### config.mk
export PLATFORM = sky130hd
export DESIGN_NAME = radio_note_selector_with_presets
export DESIGN_NICKNAME = d
export VERILOG_FILES = /design/src/rtl/rnsp_pkg.sv /design/src/rtl/radio_note_selector_with_presets.sv /design/src/rtl/rnsp_preset_store.sv /design/src/rtl/rnsp_step.sv
export VERILOG_INCLUDE_DIRS = /design/src /design/src/rtl
export SDC_FILE = /design/constraint.sdc
export NUM_CORES = 1
export LEC_CHECK = 0
export ABC_AREA = 1
export BUFFER_PORTS_ARGS = -buffer_cell sky130_fd_sc_hd__clkbuf_2
export CELL_PAD_IN_SITES_DETAIL_PLACEMENT = 2
export CELL_PAD_IN_SITES_GLOBAL_PLACEMENT = 2
export CORE_ASPECT_RATIO = 1.1
export CORE_MARGIN = 2
export CORE_UTILIZATION = 34
export CTS_CLUSTER_DIAMETER = 40
export DETAILED_ROUTE_END_ITERATION = 12
export PLACE_DENSITY_LB_ADDON = 0.1
export SLEW_MARGIN = 20
export SYNTH_ARGS = -nofsm -noshare
export SYNTH_HDL_FRONTEND = slang
export SYNTH_SLANG_ARGS = --single-unit
### constraint.sdc
create_clock -name clk -period 2.3 [get_ports clk]
set_input_delay 0.23 -clock clk [delete_from_list [all_inputs] [get_ports clk]]
set_output_delay 0.23 -clock clk [all_outputs]
set_load 0.05 [all_outputs]
### src/rtl/radio_note_selector_with_presets_macros.svh
// assertion macros for the radio note selector
// no dependencies; included by the top level
`ifndef RADIO_NOTE_SELECTOR_WITH_PRESETS_MACROS_SVH
`define RADIO_NOTE_SELECTOR_WITH_PRESETS_MACROS_SVH

`ifndef ASSERT_OFF

// property holds at every edge out of reset
`define RNSP_ASSERT(lbl, clk, rst_n, prop, msg) \
	lbl: assert property (@(posedge clk) disable iff (!rst_n) (prop)) else $error(msg);

// consequent holds in the cycle after the antecedent
`define RNSP_ASSERT_NEXT(lbl, clk, rst_n, ante, cons, msg) \
	lbl: assert property (@(posedge clk) disable iff (!rst_n) (ante) |=> (cons)) else $error(msg);

`else

`define RNSP_ASSERT(lbl, clk, rst_n, prop, msg)
`define RNSP_ASSERT_NEXT(lbl, clk, rst_n, ante, cons, msg)

`endif

`endif

### src/rtl/rnsp_pkg.sv
// shared types and constants of the radio note selector
// no dependencies
package rnsp_pkg;

	localparam int NUM_NOTES_DEF   = 12;
	localparam int NUM_PRESETS_DEF = 16;
	localparam int BUTTON_W        = 12;
	localparam int NOTE_W          = 4;
	localparam int SLOT_IN_W       = 4;
	localparam int CFG_IDX_W       = 3;
	localparam int CFG_DATA_W      = 4;

	// register indexes of the config port
	localparam logic [CFG_IDX_W-1:0] CFG_START_NOTE     = 3'd0;
	localparam logic [CFG_IDX_W-1:0] CFG_CLOCK_PATCHED  = 3'd1;
	localparam logic [CFG_IDX_W-1:0] CFG_LOAD_PATCHED   = 3'd2;
	localparam logic [CFG_IDX_W-1:0] CFG_SAVE_PATCHED   = 3'd3;
	localparam logic [CFG_IDX_W-1:0] CFG_PRESET_PATCHED = 3'd4;

	// bit positions in the trigger vector
	localparam int TRG_CLEAR_ALL = 0;
	localparam int TRG_CLEAR     = 1;
	localparam int TRG_SAVE      = 2;
	localparam int TRG_LOAD      = 3;
	localparam int TRG_CLOCK     = 4;
	localparam int TRG_W         = 5;

	typedef struct packed {
		logic [NOTE_W-1:0] start_note;
		logic              clock_patched;
		logic              load_patched;
		logic              save_patched;
		logic              preset_patched;
	} cfg_t;

	typedef struct packed {
		logic [BUTTON_W-1:0]  button_levels;
		logic                 panel_selected;
		logic                 clock_level;
		logic                 clear_level;
		logic                 clear_all_level;
		logic                 save_level;
		logic                 load_level;
		logic [SLOT_IN_W-1:0] save_slot;
		logic [SLOT_IN_W-1:0] load_slot;
		logic [SLOT_IN_W-1:0] preset_slot;
	} item_t;

	typedef struct packed {
		logic [NOTE_W-1:0]   note;
		logic                gate;
		logic [BUTTON_W-1:0] led_mask;
		logic                led_update;
	} result_t;

	// preset store control: fill all, then one write
	typedef struct packed {
		logic              fill;
		logic [NOTE_W-1:0] fill_value;
		logic              wen;
		logic [NOTE_W-1:0] wdata;
	} store_ctl_t;

endpackage

### src/rtl/radio_note_selector_with_presets.sv
// top level of the radio note selector with preset slots
// depends on rnsp_pkg, rnsp_step and the assertion macro header
//
//  channel | direction | handshake          | payload
//  --------+-----------+--------------------+-----------------------------------------
//  in      | sink      | in_valid/in_stall  | button_levels .. preset_slot, one tick
//  out     | source    | out_valid/out_stall| note, gate, led_mask, led_update
//  cfg     | sink      | cfg_we             | cfg_index, cfg_data
//
// an input beat lands in the input register; when the step fires, the step logic
// updates the state and fills the result register; one beat per cycle sustained,
// limited only by the result register drain
// reset clears config, the pipeline valids and the note state; the first
// beat after reset runs init and fills the preset store in that same cycle
// a stalled result holds the input register, a further beat then stalls
`include "radio_note_selector_with_presets_macros.svh"

module radio_note_selector_with_presets #(
	parameter int NUM_NOTES   = rnsp_pkg::NUM_NOTES_DEF,
	parameter int NUM_PRESETS = rnsp_pkg::NUM_PRESETS_DEF
) (
	input  logic                              clk,
	input  logic                              arst_n,
	// input channel
	input  logic                              in_valid,
	output logic                              in_stall,
	input  logic [rnsp_pkg::BUTTON_W-1:0]     button_levels,
	input  logic                              panel_selected,
	input  logic                              clock_level,
	input  logic                              clear_level,
	input  logic                              clear_all_level,
	input  logic                              save_level,
	input  logic                              load_level,
	input  logic [rnsp_pkg::SLOT_IN_W-1:0]    save_slot,
	input  logic [rnsp_pkg::SLOT_IN_W-1:0]    load_slot,
	input  logic [rnsp_pkg::SLOT_IN_W-1:0]    preset_slot,
	// result channel
	output logic                              out_valid,
	input  logic                              out_stall,
	output logic [rnsp_pkg::NOTE_W-1:0]       note,
	output logic                              gate,
	output logic [rnsp_pkg::BUTTON_W-1:0]     led_mask,
	output logic                              led_update,
	// config write port
	input  logic                              cfg_we,
	input  logic [rnsp_pkg::CFG_IDX_W-1:0]    cfg_index,
	input  logic [rnsp_pkg::CFG_DATA_W-1:0]   cfg_data
);

	localparam logic [rnsp_pkg::NOTE_W-1:0] NOTE_MAX = rnsp_pkg::NOTE_W'(NUM_NOTES - 1);

	rnsp_pkg::cfg_t    cfg_q;
	rnsp_pkg::item_t   item_s1;
	logic              valid_s1;
	rnsp_pkg::result_t result_d, result_q;
	logic              out_valid_q;
	logic              advance;
	logic              in_accept;

	// config registers, to be written only while idle; the block does not enforce it
	always_ff @(posedge clk or negedge arst_n) begin
		if (!arst_n) begin
			cfg_q <= '0;
		end else if (cfg_we) begin
			unique case (cfg_index)
				rnsp_pkg::CFG_START_NOTE:     cfg_q.start_note     <= cfg_data;
				rnsp_pkg::CFG_CLOCK_PATCHED:  cfg_q.clock_patched  <= cfg_data[0];
				rnsp_pkg::CFG_LOAD_PATCHED:   cfg_q.load_patched   <= cfg_data[0];
				rnsp_pkg::CFG_SAVE_PATCHED:   cfg_q.save_patched   <= cfg_data[0];
				rnsp_pkg::CFG_PRESET_PATCHED: cfg_q.preset_patched <= cfg_data[0];
				default: ;
			endcase
		end
	end

	// the step fires when the input register holds a beat and the result register is free or draining this cycle
	assign advance   = valid_s1 && (!out_valid_q || !out_stall);
	assign in_stall  = valid_s1 && !advance;
	assign in_accept = in_valid && !in_stall;

	// input register
	always_ff @(posedge clk or negedge arst_n) begin
		if (!arst_n) begin
			valid_s1 <= 1'b0;
		end else if (in_accept) begin
			valid_s1 <= 1'b1;
		end else if (advance) begin
			valid_s1 <= 1'b0;
		end
	end

	always_ff @(posedge clk) begin
		if (in_accept) begin
			item_s1.button_levels   <= button_levels;
			item_s1.panel_selected  <= panel_selected;
			item_s1.clock_level     <= clock_level;
			item_s1.clear_level     <= clear_level;
			item_s1.clear_all_level <= clear_all_level;
			item_s1.save_level      <= save_level;
			item_s1.load_level      <= load_level;
			item_s1.save_slot       <= save_slot;
			item_s1.load_slot       <= load_slot;
			item_s1.preset_slot     <= preset_slot;
		end
	end

	// note state, trigger edges and preset store
	rnsp_step #(
		.NUM_NOTES   (NUM_NOTES),
		.NUM_PRESETS (NUM_PRESETS)
	) u_step (
		.clk    (clk),
		.arst_n (arst_n),
		.en     (advance),
		.item   (item_s1),
		.cfg    (cfg_q),
		.result (result_d)
	);

	// result register
	always_ff @(posedge clk or negedge arst_n) begin
		if (!arst_n) begin
			out_valid_q <= 1'b0;
		end else if (advance) begin
			out_valid_q <= 1'b1;
		end else if (!out_stall) begin
			out_valid_q <= 1'b0;
		end
	end

	always_ff @(posedge clk) begin
		if (advance) begin
			result_q <= result_d;
		end
	end

	assign out_valid  = out_valid_q;
	assign note       = result_q.note;
	assign gate       = result_q.gate;
	assign led_mask   = result_q.led_mask;
	assign led_update = result_q.led_update;

	// a stall toward the source only while a beat sits in the input register
	`RNSP_ASSERT(a_stall_needs_beat, clk, arst_n, !in_stall || valid_s1, "stall with empty input register")
	// every step firing produces a result beat
	`RNSP_ASSERT_NEXT(a_step_to_result, clk, arst_n, advance, out_valid, "step fired without a result")
	// latched note stays inside the note range
	`RNSP_ASSERT(a_note_range, clk, arst_n, !out_valid || note <= NOTE_MAX, "note out of range")
	// unselected panel shows no leds and no gate
	`RNSP_ASSERT(a_unselected_dark, clk, arst_n,
		!out_valid || led_update || (led_mask == '0 && !gate), "leds or gate while unselected")

endmodule

### src/rtl/rnsp_preset_store.sv
// preset slot store: flop array with fill-all, one write and one forwarded read
// depends on rnsp_pkg
module rnsp_preset_store #(
	parameter int NUM_PRESETS = rnsp_pkg::NUM_PRESETS_DEF,
	parameter int SLOT_W      = (NUM_PRESETS > 1) ? $clog2(NUM_PRESETS) : 1
) (
	input  logic                      clk,
	input  rnsp_pkg::store_ctl_t      ctl,
	input  logic [SLOT_W-1:0]         waddr,
	input  logic [SLOT_W-1:0]         raddr,
	output logic [rnsp_pkg::NOTE_W-1:0] rd_data
);

	logic [rnsp_pkg::NOTE_W-1:0] mem_q [NUM_PRESETS];

	always_ff @(posedge clk) begin
		for (int p = 0; p < NUM_PRESETS; p++) begin
			if (ctl.wen && waddr == SLOT_W'(p)) begin
				mem_q[p] <= ctl.wdata;
			end else if (ctl.fill) begin
				mem_q[p] <= ctl.fill_value;
			end
		end
	end

	// read sees this beat's fill and write
	always_comb begin
		if (ctl.wen && waddr == raddr) begin
			rd_data = ctl.wdata;
		end else if (ctl.fill) begin
			rd_data = ctl.fill_value;
		end else begin
			rd_data = mem_q[raddr];
		end
	end

endmodule

### src/rtl/rnsp_step.sv
// per-beat note selection logic and its state registers
// depends on rnsp_pkg and rnsp_preset_store
module rnsp_step #(
	parameter int NUM_NOTES   = rnsp_pkg::NUM_NOTES_DEF,
	parameter int NUM_PRESETS = rnsp_pkg::NUM_PRESETS_DEF
) (
	input  logic              clk,
	input  logic              arst_n,
	input  logic              en,
	input  rnsp_pkg::item_t   item,
	input  rnsp_pkg::cfg_t    cfg,
	output rnsp_pkg::result_t result
);

	localparam int SLOT_W = (NUM_PRESETS > 1) ? $clog2(NUM_PRESETS) : 1;
	localparam int BTN_N  = (NUM_NOTES < rnsp_pkg::BUTTON_W) ? NUM_NOTES : rnsp_pkg::BUTTON_W;
	localparam logic [SLOT_W-1:0]           SLOT_MAX = SLOT_W'(NUM_PRESETS - 1);
	localparam logic [rnsp_pkg::NOTE_W-1:0] NOTE_MAX = rnsp_pkg::NOTE_W'(NUM_NOTES - 1);

	typedef logic [rnsp_pkg::NOTE_W-1:0] note_t;

	function automatic logic [SLOT_W-1:0] clamp_slot(input logic [rnsp_pkg::SLOT_IN_W-1:0] v);
		if (int'(v) > NUM_PRESETS - 1) begin
			return SLOT_MAX;
		end
		return SLOT_W'(v);
	endfunction

	function automatic note_t clamp_note(input note_t v);
		return (v > NOTE_MAX) ? NOTE_MAX : v;
	endfunction

	note_t                       cur_note_q, pend_note_q;
	logic                        pend_valid_q;
	logic [SLOT_W-1:0]           slot_q;
	logic [BTN_N-1:0]            btn_prev_q;
	logic [rnsp_pkg::TRG_W-1:0]  trig_prev_q;
	logic                        init_q;

	note_t                       seed, cur1, rd_data, rd_note, cur_d, pend_d, pressed;
	logic                        pv1, pv_d, found, immediate, imm_chg, save_eff, load_eff, clr_w;
	logic [SLOT_W-1:0]           preset_in, slot0, slot_d, s_save, s_load, waddr, raddr;
	logic [rnsp_pkg::TRG_W-1:0]  trig, rise_t;
	logic [BTN_N-1:0]            btn, rise_b;
	rnsp_pkg::store_ctl_t        ctl;

	assign trig = {item.clock_level, item.load_level, item.save_level,
	               item.clear_level, item.clear_all_level};
	assign rise_t = trig & ~trig_prev_q;
	assign btn = item.button_levels[BTN_N-1:0];
	assign rise_b = btn & ~btn_prev_q;

	// init, clears and store addressing
	always_comb begin
		seed      = clamp_note(cfg.start_note);
		preset_in = clamp_slot(item.preset_slot);
		immediate = cfg.preset_patched && !cfg.load_patched && !cfg.save_patched;
		cur1      = init_q ? cur_note_q : seed;
		pv1       = init_q ? pend_valid_q : 1'b0;
		slot0     = init_q ? slot_q : preset_in;
		ctl.fill  = !init_q;
		clr_w     = 1'b0;
		if (rise_t[rnsp_pkg::TRG_CLEAR_ALL]) begin
			cur1     = seed;
			pv1      = 1'b0;
			ctl.fill = 1'b1;
		end else if (rise_t[rnsp_pkg::TRG_CLEAR]) begin
			cur1  = seed;
			pv1   = 1'b0;
			clr_w = immediate;
		end
		save_eff = cfg.save_patched && rise_t[rnsp_pkg::TRG_SAVE];
		load_eff = cfg.load_patched && rise_t[rnsp_pkg::TRG_LOAD];
		s_save   = cfg.preset_patched ? preset_in : clamp_slot(item.save_slot);
		s_load   = cfg.preset_patched ? preset_in : clamp_slot(item.load_slot);
		imm_chg  = immediate && (preset_in != slot0);
		// clear, save and slot change all store the post-clear note
		ctl.fill_value = seed;
		ctl.wdata      = cur1;
		ctl.wen        = en && (clr_w || save_eff || imm_chg);
		ctl.fill       = en && ctl.fill;
		waddr          = save_eff ? s_save : slot0;
		raddr          = immediate ? preset_in : s_load;
	end

	rnsp_preset_store #(
		.NUM_PRESETS (NUM_PRESETS),
		.SLOT_W      (SLOT_W)
	) u_store (
		.clk     (clk),
		.ctl     (ctl),
		.waddr   (waddr),
		.raddr   (raddr),
		.rd_data (rd_data)
	);

	// load, slot change, buttons and clock
	always_comb begin
		rd_note = clamp_note(rd_data);
		cur_d   = cur1;
		pv_d    = pv1;
		pend_d  = pend_note_q;
		slot_d  = slot0;
		if (load_eff) begin
			cur_d = rd_note;
		end
		if (imm_chg) begin
			cur_d  = rd_note;
			slot_d = preset_in;
		end
		found   = 1'b0;
		pressed = '0;
		for (int i = 0; i < BTN_N; i++) begin
			if (rise_b[i]) begin
				found   = 1'b1;
				pressed = rnsp_pkg::NOTE_W'(i);
			end
		end
		if (item.panel_selected && found) begin
			if (cfg.clock_patched) begin
				pend_d = pressed;
				pv_d   = 1'b1;
			end else begin
				cur_d = pressed;
			end
		end
		if (cfg.clock_patched && rise_t[rnsp_pkg::TRG_CLOCK] && pv_d) begin
			cur_d = pend_d;
			pv_d  = 1'b0;
		end
		cur_d = clamp_note(cur_d);

		result.note       = cur_d;
		result.gate       = item.panel_selected && (btn != '0);
		result.led_update = item.panel_selected;
		for (int i = 0; i < rnsp_pkg::BUTTON_W; i++) begin
			result.led_mask[i] = item.panel_selected && (cur_d == rnsp_pkg::NOTE_W'(i));
		end
	end

	always_ff @(posedge clk or negedge arst_n) begin
		if (!arst_n) begin
			cur_note_q   <= '0;
			pend_note_q  <= '0;
			pend_valid_q <= 1'b0;
			slot_q       <= '0;
			btn_prev_q   <= '0;
			trig_prev_q  <= '0;
			init_q       <= 1'b0;
		end else if (en) begin
			cur_note_q   <= cur_d;
			pend_note_q  <= pend_d;
			pend_valid_q <= pv_d;
			slot_q       <= slot_d;
			btn_prev_q   <= btn;
			trig_prev_q  <= trig;
			init_q       <= 1'b1;
		end
	end

endmodule
==> metrics.yaml <==
startpoint_type: "flop"
worstPathArrival_ns: 3.09
rsz0062_at_grt: "true"
place_hpwl_um: 17200
cts.sinks: 153
setup_ws_ns: -0.590
finalNonFillerCells: 1321
syn-cell-area_um2: 7320
wire_per_inst_um: 22.3
avgSynthCellArea_um2: 9.11
grt_first_pass_wirelength_um: 41300
p_clk_frac: 0.245
cts_tree: "done"
postPlaceCellArea_um2: 8690
skew_ns: 0.0201
cts_buffers: 17
nets: 1060
syn_inst: 803
htreeDepth: 4
tightest_slew_ns: 0.857
power_frac_seq: 0.350
postRouteAntennaNets: 0
switchingPower_mw: 4.26
hold_violations: 0
seq_area_frac_synth: 0.600
dieArea_um2: 22700
combPwrFrac: 0.406
drt-total-wl_um: 29500
drv_cap: 0
min_period_ns: 2.89
critPathKind: "reg -> reg"
min_path_type: "in -> reg"
initial_core_util: 0.345
die_h_um: 158
relSlewSlack: 0.428
drive_above_1_share: 0.371
die_w_um: 144
synth_warnings: 0
ys_seq_elements: 153
drtPass1Iterations: 4
violations: "negative setup slack"
gp_congestion: 0.840
status: "finished, violations left"
fin_area_um2: 10700
clkTransAtPathRegs_ns: 0.08
place_ws_ns: -0.505
power_density_nw_per_um2: 1020
drt-initial-drc-count: 301
grt_pass1_vias: 7445
vdd_drop_max_mv: 0.604
antennaDiodeCount: 0
globalRouteTotalUtil: 0.246
drc: 0
insertion_delay_ns: 0.45
yosysUniqueCellTypes: 35
routed-via-count: 6745
setup_violations: 84
slew_violations: 0
cts_root_buffer: "clkbuf_16"
io_pins: 62
grt_start_max_net_pins: 52
n_fill_cell: 2226
numPortBuffers: 61
swShare: 0.392
core_um2: 21200
critPathCaptureType: "flop"
rows: 56
multi_input_area_um2: 3070
syn_to_final_growth_pct: 45.7
overflow: 0
regArea_um2: 4390
syn_nets: 845
max_freq_mhz: 346
p_leak_nw: 4.78
dp.cells: 1228
finalCritPeriodShare: 1.26
critPathMaxFanout: 5
cell_internal_pwr_mw: 6.62
critPathRequiredTime_ns: 2.50
vias_per_cell: 5.11
antenna_found_initial: 0
cts_buffer_depth: 2
==> layout make-up <==
cell class	instances	share of cell area
tap	290	0.0340
clock buffer	21	0.0422
sequential	153	0.412
clock inverter	11	0.00704
timing repair buffer	225	0.177
inverter	109	0.0392
multi-input combinational	512	0.288
==> per-stage QoR <==
| stage | setup TNS [ns] | hold slack (ns) | utilization | total power, mW |
|---|---|---|---|---|
| global route | -32.06 | 0.0727 | 0.502 | 11.4 |
| finish | -23.72 | 0.0531 | 0.502 | 10.9 |
| floorplan | 0 | -0.0656 | - | 5.57 |
| global placement | -7.08 | 0.381 | 0.409 | 6.79 |
| CTS | -6.34 | 0.0370 | 0.477 | 10.2 |
| detailed placement | -11.39 | 0.390 | 0.409 | 6.99 |
==> cell usage after synthesis (all sizes together) <==
| master | count | area share |
|---|---|---|
| nand2 | 235 | 0.12 |
| edfxtp | 112 | 0.46 |
| inv | 108 | 0.055 |
| o21ai | 104 | 0.072 |
| nand3 | 69 | 0.048 |
| nor2 | 50 | 0.031 |
| dfrtp | 41 | 0.14 |
| clkbuf | 18 | 0.0092 |
| a21oi | 16 | 0.011 |
| buf | 11 | 0.012 |
| or2 | 11 | 0.0094 |
| nand3b | 6 | 0.0062 |
| a31oi | 3 | 0.0026 |
| nor4 | 3 | 0.0026 |
| o21bai | 3 | 0.0031 |
| xor2 | 3 | 0.0036 |
| nor3 | 2 | 0.0014 |
| o22ai | 2 | 0.0017 |
| a21boi | 1 | 0.0010 |
| clkinv | 1 | 0.00051 |
| mux2 | 1 | 0.0015 |
| o211ai | 1 | 0.0010 |
| o21a | 1 | 0.0010 |
| o31ai | 1 | 0.0010 |
==> cells in the final DEF, fill, tap and decap left out, drive strengths merged, types with 32 or more instances in the layout <==
cell / count
edfxtp: 112
dfrtp: 41
nor2: 50
dlygate4sd3: 32
clkbuf: 85
nand3: 69
o21ai: 104
buf: 129
nand2: 235
inv: 108
==> cells by family (layout without fill, tap and decap cells) <==
group,after synthesis,after routing,share of synthesized area
xor gates and xnor gates,3,3,0.00359
DFF,153,153,0.600
and+or+nand+nor,376,376,0.223
buffers and inverters,138,366,0.0771
muxes,1,1,0.00154
AOI/OAI and AO/OA,132,132,0.0945
==> power groups by stage <==
| stage | clock network [mW] | registers (mW) | logic [mW] |
|---|---|---|---|
| after global routing | 2.80 | 3.84 | 4.75 |
| after floorplan | 0 | 3.94 | 1.63 |
| final | 2.66 | 3.80 | 4.41 |
| after global placement | 0 | 3.80 | 2.99 |
| after detailed placement | 0 | 3.83 | 3.16 |
| after CTS | 2.67 | 3.79 | 3.71 |
==> per-layer routing <==
metal / global-route usage / vias to the layer above / wire, µm
met3: 0.0375 / 62 / 723
met5: 0 / - / 0
met4: 0.103 / 0 / 1170
met2: 0.473 / 158 / 16500
met1: 0.265 / 3464 / 11100
li1: - / 3061 / -
==> critical path, cell delays in order, from the launching register on <==
cell and delay [ns]:
dfrtp_2 0.48, clkinv_4 0.17, nor2_4 0.16, inv_2 0.05
o21ai_2 0.09, buf_6 0.15, nand2_1 0.06, nand2_1 0.08
nand2_1 0.11, nor2_4 0.16, nand3_1 0.17, nand2_4 0.15
o21bai_4 0.06, nand2_1 0.08, nand2_2 0.08, buf_4 0.15
a21oi_4 0.17, nor2_4 0.07, nand2_2 0.10, nor2_1 0.05
==> worst paths after layout <==
path                                                        start  depth (start not counted)  slack [ns]                                 to
worst max-delay path                         cfg_q[0]$_DFFE_PN0P_                         19       -0.59             led_mask[10]$_DFFE_PP_
worst min-delay path                                    out_stall                          3        0.05              out_valid$_DFFE_PN0P_
worst max register to register               cfg_q[0]$_DFFE_PN0P_                         19       -0.59             led_mask[10]$_DFFE_PP_
worst min register to register  u_step.btn_prev_q[10]$_DFFE_PN0P_                          2        0.48  u_step.btn_prev_q[10]$_DFFE_PN0P_
max in group asynchronous                                  arst_n                          3        1.14    u_step.pend_valid_q$_DFFE_PN0P_
min in group asynchronous                                  arst_n                          2        0.43   u_step.btn_prev_q[6]$_DFFE_PN0P_
==> state kept, by name, summed over array words and instances (netlist names), 4 cells and up <==
register              flops
u_step.u_store.mem_q     64
item_s1                  30
led_mask                 12
u_step.btn_prev_q        12
cfg_q                     8
u_step.trig_prev_q        5
note                      4
u_step.cur_note_q         4
u_step.pend_note_q        4
u_step.slot_q             4
==> repair_timing <==
action | in CTS | in global routing
gates cloned | 4 | 3
pin swaps | 25 | 55
endpoints found under the hold margin | 61 | 0
setup endpoints to repair | 84 | 84
resized for setup | 111 | 111
setup buffers | 17 | 6
hold buffers | 32 | 0
Note: power is estimated with default switching activity, not from simulation.
